==> config.mk <==
export PLATFORM = sky130hd
export DESIGN_NAME = zupt_speed_direction_estimator
export DESIGN_NICKNAME = d
export VERILOG_FILES = /design/src/rtl/zsd_pkg.sv /design/src/rtl/zupt_speed_direction_estimator.sv /design/src/rtl/zsd_mul.sv
export SDC_FILE = /design/constraint.sdc
export NUM_CORES = 2
export LEC_CHECK = 0
export BUFFER_PORTS_ARGS = -buffer_cell sky130_fd_sc_hd__clkbuf_2
export CORE_ASPECT_RATIO = 0.8
export CORE_MARGIN = 1.5
export CORE_UTILIZATION = 45
export DETAILED_ROUTE_END_ITERATION = 7
export HOLD_SLACK_MARGIN = 0.12
export SLEW_MARGIN = 5
export SYNTH_ARGS = -nofsm -noshare
export SYNTH_HDL_FRONTEND = slang
export SYNTH_SLANG_ARGS = --single-unit
==> constraint.sdc <==
create_clock -name clk -period 19.4 [get_ports clk]
set_clock_uncertainty 0.15 [all_clocks]
set_input_delay 2.91 -clock clk [delete_from_list [all_inputs] [get_ports clk]]
set_output_delay 2.91 -clock clk [all_outputs]
set_load 0.05 [all_outputs]
==> src/rtl/zsd_pkg.sv <==
`timescale 1ns / 1ps
// ----------------------------------------------------------------------------
// zsd_pkg
// Types, widths, register codes and reset values shared by the speed and
// direction estimator.
// ----------------------------------------------------------------------------
package zsd_pkg;

    localparam int ACC_WIDTH       = 16;
    localparam int SPEED_WIDTH     = 24;
    localparam int MAG_WIDTH       = 15;
    localparam int LEVEL_WIDTH     = 15;
    localparam int COUNT_WIDTH     = 8;
    localparam int GAIN_WIDTH      = 16;
    localparam int KMH_WIDTH       = 26;
    localparam int DIR_WIDTH       = 3;
    localparam int CFG_INDEX_WIDTH = 3;
    localparam int CFG_DATA_WIDTH  = 16;

    // shared multiplier
    localparam int MUL_WIDTH    = 32;
    localparam int FRAC_SHIFT   = 16;
    localparam int INC_WIDTH    = MAG_WIDTH + GAIN_WIDTH - FRAC_SHIFT;
    localparam int SCALED_WIDTH = SPEED_WIDTH + 5;

    // km/h = floor(speed * 18 / 5); divide by 5 as multiply by ceil(2^32 / 5)
    localparam logic [MUL_WIDTH-1:0] KMH_FACTOR  = MUL_WIDTH'(18);
    localparam logic [MUL_WIDTH-1:0] RECIP_FIVE  = MUL_WIDTH'(858993460);
    localparam int                   RECIP_SHIFT = 32;

    localparam logic [SPEED_WIDTH-1:0] SPEED_MAX = {SPEED_WIDTH{1'b1}};

    localparam logic [LEVEL_WIDTH-1:0] STATIONARY_LEVEL_RST = LEVEL_WIDTH'(205);
    localparam logic [COUNT_WIDTH-1:0] STILL_COUNT_LIMIT_RST = COUNT_WIDTH'(10);
    localparam logic [LEVEL_WIDTH-1:0] AXIS_LEVEL_RST       = LEVEL_WIDTH'(410);
    localparam logic [GAIN_WIDTH-1:0]  STEP_GAIN_RST        = GAIN_WIDTH'(6554);
    localparam logic [GAIN_WIDTH-1:0]  DAMPING_RST          = GAIN_WIDTH'(64225);

    typedef enum logic [DIR_WIDTH-1:0] {
        DIR_UNKNOWN  = 3'd0,
        DIR_FORWARD  = 3'd1,
        DIR_BACKWARD = 3'd2,
        DIR_LEFT     = 3'd3,
        DIR_RIGHT    = 3'd4
    } dir_t;

    typedef enum logic [CFG_INDEX_WIDTH-1:0] {
        CFG_STATIONARY_LEVEL  = 3'd0,
        CFG_STILL_COUNT_LIMIT = 3'd1,
        CFG_AXIS_LEVEL        = 3'd2,
        CFG_STEP_GAIN         = 3'd3,
        CFG_DAMPING           = 3'd4
    } cfg_index_t;

    typedef struct packed {
        logic        [MAG_WIDTH-1:0] magnitude;
        logic signed [ACC_WIDTH-1:0] accel_x;
        logic signed [ACC_WIDTH-1:0] accel_y;
        logic                        sample_valid;
    } sample_t;

    typedef struct packed {
        logic [SPEED_WIDTH-1:0] speed_mps;
        logic [KMH_WIDTH-1:0]   speed_kmh;
        dir_t                   heading;
        logic                   is_stationary;
    } result_t;

endpackage

==> src/rtl/zupt_speed_direction_estimator.sv <==
`timescale 1ns / 1ps
// ----------------------------------------------------------------------------
// zupt_speed_direction_estimator
// Zero velocity update speed integrator with dominant axis direction.
// ----------------------------------------------------------------------------
// One item is handled at a time. An invalid or quiet sample passes through the
// decide, scale, reciprocal and done states; a moving sample passes through
// decide, sum, damp, speed, scale, reciprocal and done. The next item is taken
// in the cycle after the result is registered. The sequence is set by one
// shared 32x32 multiplier that is used in sequence for the step gain, the
// damping, the times-18 and the divide-by-5 reciprocal. A result waits in an
// output register; the sequencer holds only if that register is still full.
// Configuration writes take effect at once and are meant for idle times.
// ----------------------------------------------------------------------------
module zupt_speed_direction_estimator
(
    input  logic                                 clk,
    input  logic                                 rst_n,
    input  logic                                 in_valid,
    output logic                                 in_ready,
    input  zsd_pkg::sample_t                     in_data,
    output logic                                 out_valid,
    input  logic                                 out_ready,
    output zsd_pkg::result_t                     out_data,
    input  logic                                 cfg_we,
    input  logic [zsd_pkg::CFG_INDEX_WIDTH-1:0]  cfg_index,
    input  logic [zsd_pkg::CFG_DATA_WIDTH-1:0]   cfg_data
);

    typedef enum logic [7:0] {
        ST_IDLE   = 8'b0000_0001,
        ST_DECIDE = 8'b0000_0010,
        ST_SUM    = 8'b0000_0100,
        ST_DAMP   = 8'b0000_1000,
        ST_SPEED  = 8'b0001_0000,
        ST_SCALE  = 8'b0010_0000,
        ST_RECIP  = 8'b0100_0000,
        ST_DONE   = 8'b1000_0000
    } state_t;

    localparam int MW = zsd_pkg::MUL_WIDTH;
    localparam int AW = zsd_pkg::ACC_WIDTH;
    localparam int SW = zsd_pkg::SPEED_WIDTH;

    state_t state_reg, state_next;

    // configuration
    logic [zsd_pkg::LEVEL_WIDTH-1:0] stationary_level_reg;
    logic [zsd_pkg::COUNT_WIDTH-1:0] still_count_limit_reg;
    logic [zsd_pkg::LEVEL_WIDTH-1:0] axis_level_reg;
    logic [zsd_pkg::GAIN_WIDTH-1:0]  step_gain_reg;
    logic [zsd_pkg::GAIN_WIDTH-1:0]  damping_reg;

    // estimator state
    logic [SW-1:0]                   speed_reg, speed_next;
    zsd_pkg::dir_t                   dir_reg, dir_next;
    logic [zsd_pkg::COUNT_WIDTH-1:0] quiet_reg, quiet_next;
    logic                            stationary_reg, stationary_next;

    // working registers
    zsd_pkg::sample_t                smp_reg;
    logic [SW-1:0]                   sum_reg;
    zsd_pkg::result_t                out_data_reg;
    logic                            out_valid_reg;

    // shared multiplier
    logic                            mul_en;
    logic [MW-1:0]                   mul_a, mul_b;
    logic [2*MW-1:0]                 mul_p;

    zsd_mul u_mul
    (
        .clk (clk),
        .en  (mul_en),
        .a   (mul_a),
        .b   (mul_b),
        .p   (mul_p)
    );

    // sample decode
    logic                            is_quiet;
    logic [zsd_pkg::COUNT_WIDTH-1:0] quiet_inc;
    logic                            zero_hit;
    logic signed [AW:0]              x_ext, y_ext;
    logic [AW:0]                     abs_x, abs_y, level_ext;
    logic                            dir_hit;
    zsd_pkg::dir_t                   dir_new;
    logic [SW:0]                     sum_wide;
    logic [SW-1:0]                   sum_sat;
    logic                            accept_in;
    logic                            done_fire;

    assign accept_in = in_valid && in_ready;
    assign in_ready  = (state_reg == ST_IDLE);
    assign done_fire = (state_reg == ST_DONE) && (!out_valid_reg || out_ready);

    always_comb
    begin
        is_quiet  = smp_reg.magnitude < stationary_level_reg;
        quiet_inc = (quiet_reg < still_count_limit_reg) ? quiet_reg + 1'b1 : quiet_reg;
        zero_hit  = quiet_inc >= still_count_limit_reg;

        x_ext     = {smp_reg.accel_x[AW-1], smp_reg.accel_x};
        y_ext     = {smp_reg.accel_y[AW-1], smp_reg.accel_y};
        abs_x     = x_ext[AW] ? $unsigned(-x_ext) : $unsigned(x_ext);
        abs_y     = y_ext[AW] ? $unsigned(-y_ext) : $unsigned(y_ext);
        level_ext = (AW + 1)'(axis_level_reg);
        dir_hit   = (abs_x > level_ext) || (abs_y > level_ext);

        if (abs_x > abs_y)
        begin
            dir_new = (!x_ext[AW] && (|x_ext)) ? zsd_pkg::DIR_LEFT : zsd_pkg::DIR_RIGHT;
        end
        else
        begin
            dir_new = (!y_ext[AW] && (|y_ext)) ? zsd_pkg::DIR_FORWARD
                                               : zsd_pkg::DIR_BACKWARD;
        end

        sum_wide = {1'b0, speed_reg}
                 + (SW + 1)'(mul_p[zsd_pkg::FRAC_SHIFT +: zsd_pkg::INC_WIDTH]);
        sum_sat  = sum_wide[SW] ? zsd_pkg::SPEED_MAX : sum_wide[SW-1:0];
    end

    // sequencer and multiplier operand select
    always_comb
    begin
        state_next      = state_reg;
        speed_next      = speed_reg;
        dir_next        = dir_reg;
        quiet_next      = quiet_reg;
        stationary_next = stationary_reg;
        mul_en          = 1'b0;
        mul_a           = '0;
        mul_b           = '0;

        unique case (state_reg)
            ST_IDLE:
            begin
                if (accept_in)
                begin
                    state_next = ST_DECIDE;
                end
            end
            ST_DECIDE:
            begin
                stationary_next = 1'b0;
                state_next      = ST_SCALE;
                if (smp_reg.sample_valid)
                begin
                    if (is_quiet)
                    begin
                        quiet_next = quiet_inc;
                        if (zero_hit)
                        begin
                            speed_next      = '0;
                            dir_next        = zsd_pkg::DIR_UNKNOWN;
                            stationary_next = 1'b1;
                        end
                    end
                    else
                    begin
                        quiet_next = '0;
                        if (dir_hit)
                        begin
                            dir_next = dir_new;
                        end
                        mul_en     = 1'b1;
                        mul_a      = MW'(smp_reg.magnitude);
                        mul_b      = MW'(step_gain_reg);
                        state_next = ST_SUM;
                    end
                end
            end
            ST_SUM:
            begin
                state_next = ST_DAMP;
            end
            ST_DAMP:
            begin
                mul_en     = 1'b1;
                mul_a      = MW'(sum_reg);
                mul_b      = MW'(damping_reg);
                state_next = ST_SPEED;
            end
            ST_SPEED:
            begin
                speed_next = mul_p[zsd_pkg::FRAC_SHIFT +: SW];
                state_next = ST_SCALE;
            end
            ST_SCALE:
            begin
                mul_en     = 1'b1;
                mul_a      = MW'(speed_reg);
                mul_b      = zsd_pkg::KMH_FACTOR;
                state_next = ST_RECIP;
            end
            ST_RECIP:
            begin
                // speed * 18, then floor divide by 5 through the reciprocal
                mul_en     = 1'b1;
                mul_a      = MW'(mul_p[zsd_pkg::SCALED_WIDTH-1:0]);
                mul_b      = zsd_pkg::RECIP_FIVE;
                state_next = ST_DONE;
            end
            ST_DONE:
            begin
                if (done_fire)
                begin
                    state_next = ST_IDLE;
                end
            end
            default:
            begin
                state_next = ST_IDLE;
            end
        endcase
    end

    always_ff @(posedge clk or negedge rst_n)
    begin
        if (!rst_n)
        begin
            state_reg      <= ST_IDLE;
            speed_reg      <= '0;
            dir_reg        <= zsd_pkg::DIR_UNKNOWN;
            quiet_reg      <= '0;
            stationary_reg <= 1'b0;
            out_valid_reg  <= 1'b0;
        end
        else
        begin
            state_reg      <= state_next;
            speed_reg      <= speed_next;
            dir_reg        <= dir_next;
            quiet_reg      <= quiet_next;
            stationary_reg <= stationary_next;
            if (done_fire)
            begin
                out_valid_reg <= 1'b1;
            end
            else if (out_ready)
            begin
                out_valid_reg <= 1'b0;
            end
        end
    end

    always_ff @(posedge clk or negedge rst_n)
    begin
        if (!rst_n)
        begin
            stationary_level_reg  <= zsd_pkg::STATIONARY_LEVEL_RST;
            still_count_limit_reg <= zsd_pkg::STILL_COUNT_LIMIT_RST;
            axis_level_reg        <= zsd_pkg::AXIS_LEVEL_RST;
            step_gain_reg         <= zsd_pkg::STEP_GAIN_RST;
            damping_reg           <= zsd_pkg::DAMPING_RST;
        end
        else if (cfg_we)
        begin
            unique case (zsd_pkg::cfg_index_t'(cfg_index))
                zsd_pkg::CFG_STATIONARY_LEVEL:
                    stationary_level_reg <= cfg_data[zsd_pkg::LEVEL_WIDTH-1:0];
                zsd_pkg::CFG_STILL_COUNT_LIMIT:
                    still_count_limit_reg <= cfg_data[zsd_pkg::COUNT_WIDTH-1:0];
                zsd_pkg::CFG_AXIS_LEVEL:
                    axis_level_reg <= cfg_data[zsd_pkg::LEVEL_WIDTH-1:0];
                zsd_pkg::CFG_STEP_GAIN:
                    step_gain_reg <= cfg_data[zsd_pkg::GAIN_WIDTH-1:0];
                zsd_pkg::CFG_DAMPING:
                    damping_reg <= cfg_data[zsd_pkg::GAIN_WIDTH-1:0];
                default:
                begin
                end
            endcase
        end
    end

    // payload registers
    always_ff @(posedge clk)
    begin
        if (accept_in)
        begin
            smp_reg <= in_data;
        end
        if (state_reg == ST_SUM)
        begin
            sum_reg <= sum_sat;
        end
        if (done_fire)
        begin
            out_data_reg.speed_mps     <= speed_reg;
            out_data_reg.speed_kmh     <= mul_p[zsd_pkg::RECIP_SHIFT +: zsd_pkg::KMH_WIDTH];
            out_data_reg.heading       <= dir_reg;
            out_data_reg.is_stationary <= stationary_reg;
        end
    end

    assign out_valid = out_valid_reg;
    assign out_data  = out_data_reg;

`ifndef NO_ASSERTIONS
    assert property (@(posedge clk) disable iff (!rst_n) $onehot(state_reg))
        else $error("sequencer state not one-hot");

    assert property (@(posedge clk) disable iff (!rst_n)
        accept_in |=> (state_reg == ST_DECIDE))
        else $error("accepted item did not start decode");

    assert property (@(posedge clk) disable iff (!rst_n)
        (out_valid && out_data.is_stationary) |->
            (out_data.speed_mps == '0 && out_data.heading == zsd_pkg::DIR_UNKNOWN))
        else $error("stationary item with nonzero speed or known heading");

    assert property (@(posedge clk) disable iff (!rst_n)
        out_valid |-> (out_data.speed_kmh >= zsd_pkg::KMH_WIDTH'(out_data.speed_mps)))
        else $error("km/h below m/s");

    assert property (@(posedge clk) disable iff (!rst_n)
        (state_reg == ST_DONE && out_valid_reg && !out_ready) |=> (state_reg == ST_DONE))
        else $error("result overwrote a pending item");
`endif

endmodule

==> src/rtl/zsd_mul.sv <==
`timescale 1ns / 1ps
// ----------------------------------------------------------------------------
// zsd_mul
// Shared unsigned multiplier with a registered product, loaded when enabled.
// ----------------------------------------------------------------------------
module zsd_mul
(
    input  logic                               clk,
    input  logic                               en,
    input  logic [zsd_pkg::MUL_WIDTH-1:0]      a,
    input  logic [zsd_pkg::MUL_WIDTH-1:0]      b,
    output logic [2*zsd_pkg::MUL_WIDTH-1:0]    p
);

    logic [2*zsd_pkg::MUL_WIDTH-1:0] p_reg;

    always_ff @(posedge clk)
    begin
        if (en)
        begin
            p_reg <= a * b;
        end
    end

    assign p = p_reg;

endmodule

== Word level (Yosys, flattened, before mapping) ==
Cells that the tools add are included.

* Output and inout port bits: 56
* Memories: 0
* Word-level logic and storage cells: 108
* Latch bits: 0
* Flip-flop bits (word level): 299
* Bits of input ports: 72
* Memory bits (read-only): 0
* Memory bits (writable): 0

* Add/subtract/negate cells: 4
* Shift-type cells: 0
* Mux-type cells: 33
* Bitwise operators: 0
* Divide/modulo/power cells: 0
* Eq/ne operators: 18
* $lt $le $gt $ge: 6
* Reductions and logical operators: 25
* $mul: 1

{| class="wikitable"
|+ Operator list
! cell !! count
|-
| $pmux 30 s4 || 1
|-
| $pmux 29 s4 || 1
|-
| $mux 24 || 3
|-
| $pmux 8 s8 || 1
|-
| $mul 29x30->58 || 1
|-
| $pmux 24 s2 || 1
|-
| $gt 17x15->1 || 2
|-
| $mux 17 || 2
|-
| $neg 16->17 || 2
|-
| $mux 16 || 2
|-
| $mux 8 || 4
|-
| $reduce_or 16->1 || 2
|-
| $mux 15 || 2
|-
| $add 24x15->25 || 1
|-
| $gt 17x17->1 || 1
|-
| $lt 15x15->1 || 1
|-
| $mux 3 || 5
|-
| $reduce_and 2->1 || 7
|-
| $mux 6 || 2
|-
| $add 8x1->8 const B || 1
|-
| $eq 8x1->1 const B || 1
|-
| $eq 8x2->1 const B || 1
|-
| $eq 8x3->1 const B || 1
|-
| $eq 8x4->1 const B || 1
|-
| other kinds (21) || 41
|}

== Longest topological paths before layout ==
* Word-level depth: 7
* Mapped depth: 39
* Depth with buffers taken out: 35

== By module ==
Synthesis repeated with hierarchy kept, for this count alone.

* Cell total of the unflattened synthesis: 4872
* Area total of the unflattened synthesis: 47785.8 sq um

{| class="wikitable"
|+ Modules (own cells, without submodules)
! module !! area an instance (sq um) !! times used !! cells an instance !! seq. area each (sq um)
|-
| zsd_mul || 35151.2 || 1 || 3743 || 1921.8
|-
| zupt_speed_direction_estimator || 12634.6 || 1 || 1129 || 6698.9
|}

== Worst setup path after synthesis ==
OpenSTA, ideal clock, no wires.

* Path kind: register to register
* Start: register smp_reg[34] (netlist name)
* End: register u_mul.p_reg, in the netlist u_mul.p[54] (data pin)
* Buffers on the path: 4
* Arrival time: 8.691 ns
* Required time: 18.986 ns
* Path slack: 10.295 ns
* Period minus slack after synthesis: 9.105 ns
* Stages on the path, launching flop included: 36
* Setup time: 0.264 ns
* Path through: edfxtp_1 ha_1 a21o_1 a21o_1 a21oi_1 o21ai_1 a211o_1 and2_1 buf_4 buf_6 a221oi_2 buf_2 nor2_1 fa_1 fa_1 fa_1 inv_1 fa_1 inv_1 fa_1 inv_1 fa_1 inv_1 fa_1 fa_1 ha_1 clkbuf_1 nand2_1 o21ai_0 a221oi_1 or3_1 nand4_1 nand2_1 o41ai_1 a221oi_1 xnor2_1

* Cells in the longest elaborated chain, start to end: 5
* Elaborated cells between the ends (all ways): 8

{| class="wikitable"
|+ Ends and longest elaborated chain
! what !! RTL line !! text
|-
| start: declaration || zupt_speed_direction_estimator.sv:61 || <nowiki>zsd_pkg::sample_t smp_reg;</nowiki>
|-
| start signal: assignment || zupt_speed_direction_estimator.sv:284 || <nowiki>smp_reg <= in_data;</nowiki>
|-
| $lt 15x15->1 || zupt_speed_direction_estimator.sv:99 || <nowiki>is_quiet = smp_reg.magnitude < stationary_level_reg;</nowiki>
|-
| $mux 15 / $mux 16 (equally long branches) || zupt_speed_direction_estimator.sv:151 || <nowiki>if (is_quiet)</nowiki>
|-
| $mux 15 / $mux 16 (equally long branches) || zupt_speed_direction_estimator.sv:149 || <nowiki>if (smp_reg.sample_valid)</nowiki>
|-
| $pmux 29 s4 / $pmux 30 s4 (equally long branches) || zupt_speed_direction_estimator.sv:137 || <nowiki>unique case (state_reg)</nowiki>
|-
| $mul 29x30->58 * || zsd_mul.sv:21 || <nowiki>p_reg <= a * b;</nowiki>
|-
| end signal: assignment || zsd_mul.sv:21 ||
|-
| end: declaration || zsd_mul.sv:15 || <nowiki>logic [2*zsd_pkg::MUL_WIDTH-1:0] p_reg;</nowiki>
|}

Every way passes the cells marked *; elsewhere a longest branch is shown, timed or not.
A chain may end at the register's enable or synchronous reset.

== Worst setup path in the final report ==
* Start: register smp_reg[34] (netlist name)
* End: register u_mul.p_reg, in the netlist u_mul.p[55] (data pin)

Same word-level chain as after synthesis.

==> run_results.csv <==
group,metric,value,unit
flow_run,cap_violations,0,
finish,fillers,7427,
synth,synthArstFlopShare,0.385,
finish,largest_register_ffs,58,
synth,synth_cell_type_count,81,
timing,fin_setup_tns,0,ns
status,status,"finished, final reports clean",
global_routing,grt_max_degree,63,
timing,hold_viol,0,
detailed_routing,wl_per_cell,23.3,um
floorplanning,dieArea,81300,sq um
placement,dp.cells,4579,
power_and_ir_drop,pwr-share-seq,0.358,
detailed_routing,viasPerCell,5.42,
power_and_ir_drop,p_switching,0.873,mW
placement,port_buffers,127,
power_and_ir_drop,power.share.clock,0.289,
clocking,cts-resized-gates,0,
detailed_routing,wirelength,108000,um
clocking,cts_sinks,299,
synth,syn_inst,3435,
clocking,clkTransAtPathRegs,0.06,ns
floorplanning,die_h,255,um
global_routing,grt_pass1_vias,25600,
detailed_routing,firstDrtPassIters,6,
placement,placed_cell_area,37800,sq um
synth,syn_area,35800,sq um
clocking,clk_root_buffer_cell,"clkbuf_16",
finish,stdcell_area,39000,sq um
synth,yosys_warnings,0,
clocking,ctsHoldBuffers,0,
synth,synth_top_flop_cell,"edfxtp_1",
floorplanning,ioPinCount,128,
power_and_ir_drop,power_frac_comb,0.353,
timing,drv_slew,0,
setup_path,cpMostUsedCell,"fa_1",
setup_path,critPathKind,"flip-flop to flip-flop",
clocking,postCtsSetupBuffers,0,
floorplanning,rows,92,
setup_path,crit_path_top_delay_cell,"a21boi_2",
synth,synth_edf_count,184,
floorplanning,start_util,0.455,
synth,synth.top_cell.area_share,0.311,
global_routing,antenna_found_initial,3,
setup_path,slowest_delay,0.97,ns
synth,netlist_top_cells_count,"inv_1, fa_1, ha_1",
setup_path,worstSetupStartpointType,"flip-flop",
setup_path,cp.required,19.60,ns
finish,utilization,0.496,
finish,nets,4593,
clocking,cts_tree,"done",
global_routing,grtUsageTotal,0.274,
synth,synth_area_leader_cell,"fa_1",
power_and_ir_drop,total_leakage_power,19.6,nW
placement,place_congestion,0.987,
synth,ys_ff_latch,299,
detailed_routing,drc,0,
power_and_ir_drop,total_power,2.40,mW
setup_path,arrival,11.46,ns
floorplanning,coreArea,78700,sq um
timing,fmax,88.8,MHz
synth,netlist_top_cells_area,"fa_1, edfxtp_1, ha_1, inv_1, dfrtp_1",
timing,grt_setup_unrepaired,"false",
setup_path,ff2ff_path_depth,32,
synth,yosysSeqAreaShare,0.236,
timing,post-route-period-util,0.580,
clocking,clk_path_buf_depth,3,
timing,finalSetupViolCount,0,
finish,drive_gt1_frac,0.0992,
power_and_ir_drop,sw_frac_of_total,0.364,
timing,tightestPinTransition,1.26,ns
finish,stdcell_count,4645,
worst_hold_path,whs_path_depth,0,
timing,slew-limit-headroom,0.157,
synth,avgSynthCellArea,10.4,sq um
setup_path,cp-end-kind,"flip-flop",
timing,period_needed,11.26,ns
detailed_routing,drt_iter0_markers,2286,
finish,syn2layout_area_growth,8.95,%
power_and_ir_drop,powerDensity,61.5,nW/um^2
synth,synth.most_common_cell,"inv_1",
worst_hold_path,min_path_type,"flip-flop to flip-flop",
floorplanning,die_w,318,um
clocking,worst_skew_pair.late_latency,0.55,ns
power_and_ir_drop,vdd_drop_max,96.5,uV
setup_path,worst-path-max-fanout,31,
placement,hpwl,88800,um
detailed_routing,ant_nets,0,
clocking,cts-buffers-inserted,36,
global_routing,grt_overflow,0,
clocking,htree_levels,2,
power_and_ir_drop,intPower,1.53,mW
global_routing,grt_pass1_wl,165000,um
detailed_routing,vias,25200,
-- cells by family (layout without fill, tap and decap cells) --
| group | count (synthesis) | count (layout) | synth area share |
|---|---|---|---|
| adder cells (fa/ha/maj) | 938 | 938 | 0.444 |
| buffers and inverters | 797 | 926 | 0.0872 |
| AND/OR/NAND/NOR | 793 | 793 | 0.102 |
| AO/OA/AOI/OAI | 461 | 461 | 0.0924 |
| flip-flops | 299 | 299 | 0.236 |
| XOR/XNOR | 102 | 102 | 0.0249 |
| multiplexers | 43 | 43 | 0.0135 |
| other | 2 | 49 | 0.000210 |
-- final cells by class --
cell class / instances / area [sq um] / share of cell area
Multi-Input combinational cell: 2384 / 24500 / 0.629
Sequential cell: 299 / 8440 / 0.216
Inverter: 690 / 2590 / 0.0664
Tap cell: 1034 / 1290 / 0.0332
Clock buffer: 50 / 995 / 0.0255
Timing Repair Buffer: 172 / 976 / 0.0250
Clock inverter: 14 / 188 / 0.00481
Antenna cell: 2 / 5.00 / 0.000128
-- metal layers --
layer  up-vias  global-route usage  wire length, um
li1      11400                   -                -
met1     12600               0.427            51500
met2      1075               0.356            41200
met3       123               0.104            13300
met4         2              0.0562             2150
met5         -                   0               13
-- power groups by stage --
stage / sequential [mW] / combinational (mW) / clock (mW)
after floorplan: 0.842 / 0.572 / 0
after global placement: 0.869 / 0.820 / 0
after detailed placement: 0.871 / 0.822 / 0
after CTS: 0.859 / 0.836 / 0.711
after global routing: 0.868 / 0.943 / 0.732
final: 0.859 / 0.848 / 0.694
-- through the flow --
stage	setup slack, ns	hold WS, ns
final	8.14	0.267
after global routing	7.77	0.283
after CTS	8.29	0.260
after detailed placement	8.42	0.255
after global placement	8.38	0.253
after floorplan	10.30	0.250
-- worst paths after layout --
path | start | slack, ns | to
max | smp_reg[34] | 8.14 | u_mul.p[55]
min | u_mul.p[42] | 0.27 | out_data[14]
max reg2reg | smp_reg[34] | 8.14 | u_mul.p[55]
min reg2reg | u_mul.p[42] | 0.27 | out_data[14]
max in group asynchronous | rst_n | 15.50 | step_gain_reg[9]
min in group asynchronous | rst_n | 2.28 | speed_reg[18]
-- cell usage in the layout (no fill, tap or decap), types with 39 or more instances in the layout --
cell,instances
a21o_1,64
a21oi_1,90
a22o_1,39
buf_4,46
clkbuf_2,126
conb_1,47
dfrtp_1,85
edfxtp_1,184
fa_1,556
ha_1,382
inv_1,689
mux2_2,42
nand2_1,261
nor2_1,288
o21ai_0,98
xnor2_1,71
-- worst max-delay path, delay by kind of cell (launching register included) --
family / cells / cell delay (ns)
buf+inv: 5 / 0.63
compound gates: 12 / 3.74
simple gates: 5 / 1.49
fa+ha+maj: 10 / 4.57
flops: 1 / 0.43
(Power assumes the default switching activity.)
